**config.mk**
```make
export PLATFORM = sky130hd
export DESIGN_NAME = edf_controller
export DESIGN_NICKNAME = d
export VERILOG_FILES = /design/src/rtl/core/edf_pkg.sv /design/src/rtl/core/edf_controller.sv
export SDC_FILE = /design/constraint.sdc
export NUM_CORES = 1
export LEC_CHECK = 0
export ABC_CLOCK_PERIOD_IN_PS = 4400
export BUFFER_PORTS_ARGS = -buffer_cell sky130_fd_sc_hd__buf_2
export CORE_ASPECT_RATIO = 1.2
export CORE_MARGIN = 2
export CORE_UTILIZATION = 30
export CTS_BUF_LIST = sky130_fd_sc_hd__clkbuf_8
export CTS_CLUSTER_SIZE = 25
export DETAILED_ROUTE_END_ITERATION = 16
export GPL_ROUTABILITY_DRIVEN = 0
export PLACE_DENSITY = 0.55
export SYNTH_ARGS = -nofsm -noshare
export SYNTH_HDL_FRONTEND = slang
export SYNTH_SLANG_ARGS = --single-unit
```
**constraint.sdc**
```tcl
create_clock -name clk_i -period 4.4 [get_ports clk_i]
set_input_delay 1.32 -clock clk_i [delete_from_list [all_inputs] [get_ports clk_i]]
set_output_delay 1.32 -clock clk_i [all_outputs]
set_load 0.005 [all_outputs]
```
**src/rtl/core/edf_pkg.sv**
```systemverilog
// ----------------------------------------------------------------------------
// EDF dispatcher package
// Shared types, constants and commands of the job dispatcher.
// ----------------------------------------------------------------------------
`default_nettype none
package edf_pkg;
  localparam int unsigned TaskSlotsDef  = 16;
  localparam int unsigned QueueDepthDef = 32;
  localparam int unsigned TimeBitsDef   = 32;

  typedef enum logic [1:0] {
    CmdLoad  = 2'd0,
    CmdStart = 2'd1,
    CmdTick  = 2'd2,
    CmdNone  = 2'd3
  } cmd_e;

  localparam logic CfgTaskCount = 1'b0;
  localparam logic CfgHorizon   = 1'b1;

  // Commands from the controller to the datapath.
  typedef struct packed {
    logic capture;     // register the input item
    logic do_load;     // write the task tables
    logic do_start;    // clear state
    logic clr_scan;    // reset the scan counter and the full flag
    logic task_rd;     // load the head job read from the queue
    logic task_eval;   // scan: evaluate task entry
    logic ins_step;    // insert: examine one queue slot
    logic pop;         // move head job to the processor
    logic run;         // advance time and the running job
    logic refuse;      // tick refused
    logic out_load;    // load result register
  } cmd_t;

  typedef struct packed {
    logic tick_ok;     // tick may run
    logic scan_last;   // last task entry
    logic release_hit; // current task entry releases a job
    logic ins_done;    // insert position found or written
    logic can_pop;     // processor free and queue not empty
  } sts_t;
endpackage
`default_nettype wire

```
**src/rtl/core/edf_controller.sv**
```systemverilog
// ----------------------------------------------------------------------------
// EDF dispatcher controller
// Sequences load, start and tick commands over the datapath; other commands give an empty result.
// ----------------------------------------------------------------------------
`default_nettype none
module edf_controller import edf_pkg::*; #(
  parameter int unsigned QueueDepth = QueueDepthDef
) (
  input  wire logic       clk_i,
  input  wire logic       rst_ni,
  input  wire logic       in_valid,
  output logic            in_stall,
  output logic            out_valid,
  input  wire logic       out_stall,
  input  wire logic [1:0] command_i,
  input  wire sts_t       sts_i,
  output cmd_t            cmd_o
);
  localparam int unsigned SW = $clog2(QueueDepth + 2) + 1;

  typedef enum logic [8:0] {
    StIdle  = 9'b000000001,
    StDec   = 9'b000000010,
    StScan  = 9'b000000100,
    StIns   = 9'b000001000,
    StPopRd = 9'b000010000,
    StPopWt = 9'b000100000,
    StShift = 9'b001000000,
    StRun   = 9'b010000000,
    StOut   = 9'b100000000
  } state_e;

  state_e state_q, state_d;
  logic [1:0] cmd_q;
  logic [SW-1:0] wait_q;
  logic out_valid_q, out_set;

  assign in_stall  = (state_q != StIdle) || (out_valid_q && out_stall);
  assign out_valid = out_valid_q;

  always_comb begin
    cmd_o = '0;
    state_d = state_q;
    out_set = 1'b0;
    unique case (state_q)
      StIdle: begin
        if (in_valid && !in_stall) begin
          cmd_o.capture = 1'b1; state_d = StDec;
        end
      end
      StDec: begin
        unique case (cmd_e'(cmd_q))
          CmdLoad: begin
            cmd_o.do_load = 1'b1; cmd_o.out_load = 1'b1; out_set = 1'b1; state_d = StIdle;
          end
          CmdStart: begin
            cmd_o.do_start = 1'b1; cmd_o.out_load = 1'b1; out_set = 1'b1; state_d = StIdle;
          end
          CmdTick: begin
            if (sts_i.tick_ok) begin
              cmd_o.clr_scan = 1'b1; state_d = StScan;
            end else begin
              cmd_o.refuse = 1'b1; out_set = 1'b1; state_d = StIdle;
            end
          end
          default: begin
            cmd_o.out_load = 1'b1; out_set = 1'b1; state_d = StIdle;
          end
        endcase
      end
      StScan: begin
        cmd_o.task_eval = 1'b1;
        if (sts_i.release_hit) state_d = StIns;
        else if (sts_i.scan_last) state_d = StPopRd;
      end
      StIns: begin
        cmd_o.ins_step = 1'b1;
        if (sts_i.ins_done) state_d = StScan;
      end
      StPopRd: begin
        if (sts_i.can_pop) begin
          cmd_o.pop = 1'b1; state_d = StPopWt;
        end else state_d = StRun;
      end
      StPopWt: begin
        cmd_o.task_rd = 1'b1; state_d = StShift;
      end
      StShift: begin
        if (wait_q == '0) state_d = StRun;
      end
      StRun: begin
        cmd_o.run = 1'b1; out_set = 1'b1; state_d = StIdle;
      end
      default: state_d = StIdle;
    endcase
  end

  always_ff @(posedge clk_i or negedge rst_ni) begin
    if (!rst_ni) begin
      state_q <= StIdle; cmd_q <= '0; out_valid_q <= 1'b0; wait_q <= '0;
    end else begin
      state_q <= state_d;
      if (cmd_o.capture) cmd_q <= command_i;
      if (cmd_o.pop) wait_q <= SW'(QueueDepth + 1);
      else if (wait_q != 0) wait_q <= wait_q - SW'(1);
      if (out_set) out_valid_q <= 1'b1;
      else if (!out_stall) out_valid_q <= 1'b0;
    end
  end
endmodule
`default_nettype wire

```
After elaboration in Yosys (flattened, before gate mapping)
Cells that the tools add are included.
Storage, ports and cells
  register bits after elaboration: 19
  input bits: 11
  output and inout bits: 13
Operators by class
  $add $sub $neg: 1
  equal/unequal tests: 16
  multiplexer cells: 32
  reductions and logical operators: 9
Operators with widths (count)
  9-bit one-hot mux with 7 select lines: 1
  9-bit 2-to-1 mux: 6
  1-bit 2-to-1 mux: 18
  7-bit 2-to-1 mux: 2
  9-bit by 1-bit == test with 1-bit output, second input constant: 1
  9-bit by 2-bit == test with 1-bit output, second input constant: 1
  9-bit by 3-bit == test with 1-bit output, second input constant: 1
  9-bit by 4-bit == test with 1-bit output, second input constant: 1
  9-bit by 5-bit == test with 1-bit output, second input constant: 1
  9-bit by 6-bit == test with 1-bit output, second input constant: 1
  9-bit by 7-bit == test with 1-bit output, second input constant: 1
  9-bit by 8-bit == test with 1-bit output, second input constant: 1
  9-bit by 1-bit inequality test with 1-bit output, second input constant: 1
  8-bit 2-to-1 mux: 1
  7-bit logical NOT: 1
  7-bit nonzero test: 1
  7-bit by 1-bit subtractor with 7-bit output, second input constant: 1
  3-bit 2-to-1 mux: 2
  2-bit inequality test, second input constant: 3
  4-bit AND reduction: 1
  3-bit inequality test, second input constant: 1
  2-bit by 1-bit == test with 1-bit output, second input constant: 1
  2-bit == test, second input constant: 1
  1-bit logical AND: 2
  other kinds (7): 7

Logic depth before layout (Yosys ltp)
Gate-level depths: netlist of run 1.
  word-level depth: 6
  depth in mapped cells: 6
  mapped depth without buffers: 5

Least setup slack after synthesis of run 1
Ideal clock, no wire load.
  path type: in2out
  from: input port sts_i[0] in the netlist's numbering
  to: output port cmd_o[3] in the netlist's numbering
  arrival time: 1.745 ns
  slack: 1.335 ns
  stages on the path: 2
  buffers on the path: 0
  cells stage by stage: nand3b_1 nor4_4
RTL lines
  from (decl): line edf_controller.sv:16  | input wire sts_t sts_i,
  to (decl): line edf_controller.sv:17  | output cmd_t cmd_o

==> metrics, run 1 <==
outcome completed; clock tree buffer depth 2; reg2reg start wait_q[0]$_DFFE_PN0P_; DR WL/cell 12.7 µm; Final Cycle Share 0.782; Setup crit end kind primary output; Clk Tree Root Cell clkbuf_8; GRT Overall Usage 0.118; Finished Layout Cells 177; synthesized area between 0.001 and 0.0015 mm²; Worst slew margin 0.691; Starting Density 0.309; startpoint types input pin; Top FF cell, synth dfrtp_1; Crit. Startpoint sts_i[0]; layout cell share with drive strength beyond 1 0.246; CTS tree built; antenna cells 0; final setup violation count 0; VDD IR max 0.000185 V; Max FO, Critical Path 8; synthesis-stage register bit count 18; most frequent CP cell buf_2; clock sink total 18; I/O Buffers 23; Area Growth Syn to Fin 17.2%; post-synth top area cell dfrtp_1; Post-CTS Setup Bufs 0; synth unique cells 43; Worst-Margin Slew between 0.4 and 0.5 ns; Largest stage delay, worst path about 0.38 ns; CP Data Required Time ~3 ns; Critical Path AT around 2.1 ns; most common cell in the netlist dfrtp_1; CTS buffer count 3; Overflow after GRT 0; Post-CTS Hold Fix Bufs 0; slowest CP cell nor4_4; DRC viols 0; critical path class in2out; Post-synth EDFFs 0; vias in the first global route about 890; hold slack around 0.55 ns; Area after DPL between 0.001 and 0.0015 mm²; final-report hold violation count 0; initial antenna violation count 0; DR vias/cell around 5.3; worst hold path type reg2reg; main area contributors after synthesis dfrtp_1 39%, nor4_4 3.9%, nand2b_1 3.4%; post-detail-place hpwl approximately 1700 µm; Final ANT Viol Nets 0; Synthesis Warnings 0; Slew Limit Fails 0; LEAKAGE 0.602 nW; Power Dens Cells around 500 mW/mm²; most instantiated cells after synthesis 17 x dfrtp_1, 7 x o21ai_0, 6 x nand2b_1, 6 x nor2_1; Clk Latency, worst-skew pair roughly 0.25 ns; critical-path cell list buf_2 > nand3b_1 > nor4_4 > buf_2; Mapped Cells between 100 and 150; final WL ~2200 µm; ys async rst share 1.00; HP Start wait_q[6]$_DFFE_PN0P_; initial drt markers 36; pin count of the biggest net entering global routing 19; maxcap violations 0; die footprint ~0.0042 mm²; Post-CTS Resized 0; Core Area about 0.0036 mm²; final setup TNS 0 ns; total chip power between 0.6 and 0.7 mW; final instance area 0.00129 mm²; placed cells roughly 170; sequential fraction of the synthesis area 0.409; Final Skew roughly 0.0017 ns; RSZ-0062 raised after global routing no; die width around 60 µm; min Tclk post-route approximately 3.4 ns; syn_nets around 130; Worst path top cell family by delay simple AND/OR/NAND/NOR gates; CP Buf/Inv Count 2; first-pass GRT wire length a little under 4000 µm; syn avg cell area 9.44 µm²; Yosys top cell area share 0.385; Reg clk slew, reported paths around 0.07 ns; num rows 24; Layout Nets 151; via count 942; Die Height around 70 µm; H-tree levels 1; drt pass-1 iters 4; Max Fclk between 0.2 and 0.3 GHz; IO Count 24
worst register-to-register path, stage by stage (launching register included):
cell and delay, ns:
dfrtp_1 0.41, inv_1 0.07, ha_1 0.18, or4b_1 0.61, or3_1 0.40, a21o_1 0.18
final timing paths:
check                                         endpoint  slack, ns  cells past startpoint
worst max-delay path                          cmd_o[3]       0.96                      4
worst min-delay path             wait_q[6]$_DFFE_PN0P_       0.55                      2
worst max register to register   wait_q[0]$_DFFE_PN0P_       2.45                      5
worst min register to register   wait_q[6]$_DFFE_PN0P_       0.55                      2
max in group asynchronous       state_q[0]$_DFFE_PN1P_       3.07                      1
min in group asynchronous        wait_q[5]$_DFFE_PN0P_       0.99                      1
sequential cells by signal (all words and copies together) (netlist names):
signal     cells
cmd_q          2
out_valid      1
wait_q         7
state_q        8
power by group:
part | switching [mW] | internal, mW | total [mW] | leakage (nW)
Combinational | 0.109 | 0.112 | 0.221 | 0.348
Clock | 0.0545 | 0.0794 | 0.134 | 0.0288
Sequential | 0.0574 | 0.221 | 0.278 | 0.225
routing by layer:
layer | global-route usage | routed length (µm) | vias up
met5 | 0 | 0 | -
li1 | - | - | 476
met2 | 0.204 | 1120 | 24
met4 | 0.0227 | 0 | 0
met3 | 0.0222 | 110 | 0
met1 | 0.150 | 1020 | 442
cells by family (layout without fill, tap and decap cells):
kind of cell,after synthesis,count (layout),synth area share
and+or+nand+nor,58,58,0.353
muxes,2,2,0.0204
adders and majority gates,1,1,0.0113
xor gates and xnor gates,3,3,0.0238
DFF,18,18,0.409
buffers and inverters,11,32,0.0430
AOI/OAI and AO/OA,24,24,0.139
layout make-up:
type / instances / area, µm²
Timing Repair Buffer: 23 / 115
Sequential cell: 18 / 452
Tap cell: 39 / 48.8
Inverter: 5 / 18.8
Fill cell: 361 / 2280
Clock buffer: 4 / 55.1
Multi-Input combinational cell: 88 / 606
placed cells by master (no fill, tap or decap), types with 5 or more instances in the layout:
cell type,count
o21ai_0,7
inv_1,5
buf_2,23
nand2_1,5
dfrtp_1,17
nor2_1,6
a21oi_1,5
nand2b_1,6
through the flow:
| step | util | worst slack [ns] |
|---|---|---|
| 2_1_floorplan | - | 1.34 |
| 3_3_place_gp | 0.347 | 0.972 |
| 3_5_place_dp | 0.347 | 0.958 |
| 4_1_cts | 0.362 | 0.955 |
| 5_1_grt | 0.362 | 0.860 |
| 6_report | 0.362 | 0.959 |
Power figures use the tool's default switching activity.
==> run 2, diff against run 1 <==
--- a/config.mk
+++ b/config.mk
@@ -5,7 +5,8 @@
 export SDC_FILE = /design/constraint.sdc
 export NUM_CORES = 1
 export LEC_CHECK = 0
-export ABC_CLOCK_PERIOD_IN_PS = 4400
+export ABC_AREA = 1
+export ABC_CLOCK_PERIOD_IN_PS = 3100
 export BUFFER_PORTS_ARGS = -buffer_cell sky130_fd_sc_hd__buf_2
 export CORE_ASPECT_RATIO = 1.2
 export CORE_MARGIN = 2
@@ -14,7 +15,7 @@
 export CTS_CLUSTER_SIZE = 25
 export DETAILED_ROUTE_END_ITERATION = 16
 export GPL_ROUTABILITY_DRIVEN = 0
-export PLACE_DENSITY = 0.55
+export PLACE_DENSITY = 0.57
 export SYNTH_ARGS = -nofsm -noshare
 export SYNTH_HDL_FRONTEND = slang
 export SYNTH_SLANG_ARGS = --single-unit
==> constraint.sdc (replaced) <==
create_clock -name clk_i -period 3.1 [get_ports clk_i]
set_input_delay 0.93 -clock clk_i [delete_from_list [all_inputs] [get_ports clk_i]]
set_output_delay 0.93 -clock clk_i [all_outputs]
set_load 0.005 [all_outputs]
==> run 2 against run 1 <==
Global-route usage decreased by 0.28 points; non-clock buffer count is the same; flip-flop and latch count is the same; synthesized cell count increased by 25%; clock skew about the same; critical path depth is 3 higher; die area grew 3.8%; final cell count increased by 27%; cell area increased by 7.0%; via count up 0.85%; utilization increased by 1.6 points.
==> metrics, run 2 <==
outcome completed; I/O Buffers 23 (unchanged); CP Data Required Time 2.17 ns (-0.91 ns); Power Dens Cells 717 mW/mm² (+47%); DRC viols 0 (unchanged); maxcap violations 0 (unchanged); Mapped Cells 146 (+25%); synthesis-stage register bit count 18 (unchanged); Final ANT Viol Nets 0 (unchanged); Reg clk slew, reported paths 0.07 ns (about the same); clock power share 0.196 (-0.015); Final Cycle Share 0.773; synthesized area 0.00115 mm² (+4.1%); fillers 389 (+7.8%); GRT Overall Usage 0.115 (-0.00278); total chip power 0.993 mW (+57%); HP Start wait_q[0]$_DFFE_PN0P_; VDD IR max 0.000360 V (+94%); sw frac 0.400 (+0.0509); critical path class reg2out; Largest stage delay, worst path 0.54 ns (+0.16 ns); Clk Tree Root Cell clkbuf_8; Worst Hold End wait_q[0]$_DFFE_PN0P_; vias in the first global route 895 (+0.45%); num rows 24 (unchanged); LEAKAGE 0.785 nW (+30%); Crit. Startpoint state_q[0]$_DFFE_PN1P_; Layout Nets 186 (+23%); CTS buffer count 3 (unchanged); sequential fraction of the synthesis area 0.393 (-0.0160); most common cell after layout, fill and taps aside nand2_1; final setup violation count 0 (unchanged); post-detail-place hpwl 1760 µm (+3.1%); most frequent CP cell inv_2; Max Fclk 0.417 GHz; FF-to-FF setup slack 1.53 ns (-0.92 ns); syn avg cell area 7.88 µm² (-17%); switching power 0.398 mW (+80%); Worst path top cell family by delay flip-flops; Overflow after GRT 0 (unchanged); Flop pwr share 0.386 (-0.053); reg2reg path depth 8 (+3); die footprint 0.00435 mm² (+3.8%); most common cell in the netlist nand2_1; DR vias/cell 4.22 (-21%); DR WL/cell 9.75 µm (-23%); RSZ-0062 raised after global routing no; Yosys top cell area share 0.370 (-0.0151); post-synth top area cell dfrtp_1; main area contributors after synthesis dfrtp_1 37%, nand2_1 10%, nor2_4 8.8%; Clk Latency, worst-skew pair 0.26 ns (about the same); Post-CTS Hold Fix Bufs 0 (unchanged); Die Height 71.8 µm (+1.9%); CP Buf/Inv Count 3 (+1); Starting Density 0.314 (+0.00469); final WL 2190 µm (-2.3%); first-pass GRT wire length 3800 µm (-2.7%); initial antenna violation count 0 (unchanged); clock sink total 18 (unchanged); Synthesis Warnings 0 (unchanged); Top FF cell, synth dfrtp_1; final setup TNS 0 ns (unchanged); clock tree buffer depth 2 (unchanged); slowest CP cell dfstp_2; final-report hold violation count 0 (unchanged); ys async rst share 1.00 (unchanged); Critical Path AT 1.47 ns (-0.65 ns); CTS tree built; layout cell share with drive strength beyond 1 0.335 (+0.0889); Setup crit end kind primary output; reg-to-reg endpoint state_q[4]$_DFFE_PN0P_; Top Registers state_q x8, wait_q x7, cmd_q x2; Levels on crit path 7 (+3); P_int 0.595 mW (+45%); Post-synth EDFFs 0 (unchanged); die width 60.5 µm (+1.9%); Max FO, Critical Path 4 (-4); antenna cells 0 (unchanged); via count 950 (+0.85%); Area Growth Syn to Fin 20.5%; min Tclk post-route 2.40 ns; critical-path cell list inv_2 > nor2_1 > nand2_1 > nor2_4 > nand3_2 > inv_2 > buf_2; most instantiated cells after synthesis 32 x nand2_1, 21 x inv_1, 18 x nor2_1; most frequent cells in the layout 32 x nand2_1, 23 x buf_2, 21 x inv_1, 18 x nor2_1, 17 x dfrtp_1; combinational power share 0.418 (+0.069); worst hold path type reg2reg; Final Skew 0.00196 ns (+0.000289 ns); drt pass-1 iters 4 (unchanged); Slew Limit Fails 0 (unchanged); H-tree levels 1 (unchanged); Worst-Margin Slew 0.429 ns (-0.0313 ns); Hold Path Depth 1 (-1); IO Count 24 (unchanged); Core Area 0.00366 mm² (+2.5%); synth unique cells 26 (-40%); initial drt markers 49 (+36%); reg2reg start wait_q[0]$_DFFE_PN0P_; startpoint types flip-flop; Post-CTS Resized 0 (unchanged); Post-CTS Setup Bufs 0 (unchanged); Largest Register state_q; syn_nets 158 (+22%); pin count of the biggest net entering global routing 19 (unchanged); Largest register FFs 8 (unchanged); Worst slew margin 0.714 (+0.0232)
==> run 2: worst max path at each step <==
stage                      to
floorplan           cmd_o[10]
global placement    cmd_o[10]
detailed placement  cmd_o[10]
CTS                 cmd_o[10]
global route         cmd_o[8]
finish              cmd_o[10]
==> run 2: routing by layer <==
metal / vias up / GRT usage / share of wire
met2: 26 / 0.182 / 0.46
li1: 505 / - / -
met3: 5 / 0.0217 / 0.047
met5: - / 0 / 0
met4: 0 / 0.0507 / 0.021
met1: 414 / 0.152 / 0.47
==> run 2: per-stage QoR <==
step | instances | hold WS, ns | worst slack (ns) | cell area, µm² | util
3_3_place_gp | 221 | 0.476 | 0.728 | 1330 | 0.363
5_1_grt | 225 | 0.503 | 0.591 | 1390 | 0.378
2_1_floorplan | 146 | 0.458 | 0.955 | 1150 | -
4_1_cts | 225 | 0.485 | 0.689 | 1390 | 0.378
6_report | 225 | 0.483 | 0.703 | 1390 | 0.378
3_5_place_dp | 221 | 0.476 | 0.713 | 1330 | 0.363
==> run 2: worst register-to-register path: stages (launching register included) <==
cell and delay, ns:
dfrtp_1 0.40, inv_1 0.11, ha_1 0.30, nand4_4 0.19, nand2_1 0.14, nand2_1 0.07
nor2_1 0.12, inv_1 0.07, nor2_1 0.11
==> run 2: power by group through the flow <==
stage | Combinational [mW] | Sequential (mW) | Clock (mW)
2_1_floorplan | 0.330 | 0.378 | 0
3_5_place_dp | 0.421 | 0.389 | 0
4_1_cts | 0.424 | 0.385 | 0.204
5_1_grt | 0.491 | 0.393 | 0.214
6_report | 0.415 | 0.384 | 0.195
3_3_place_gp | 0.416 | 0.391 | 0
==> run 2: kinds of logic after synthesis <==
group / Yosys count / synth area share
DFF: 18 / 0.393
AOI/OAI and AO/OA: 7 / 0.0381
xor gates and xnor gates: 4 / 0.0305
and+or+nand+nor: 88 / 0.432
buffers and inverters: 28 / 0.0958
adders and majority gates: 1 / 0.0109
==> run 2: area by class of cell <==
class	instances	area, µm²	area share
timing repair buffer	23	115	0.0831
tap	52	65.1	0.0470
clock buffer	4	55.1	0.0397
multi-input combinational	100	588	0.425
inverter	28	110	0.0795
sequential	18	452	0.326
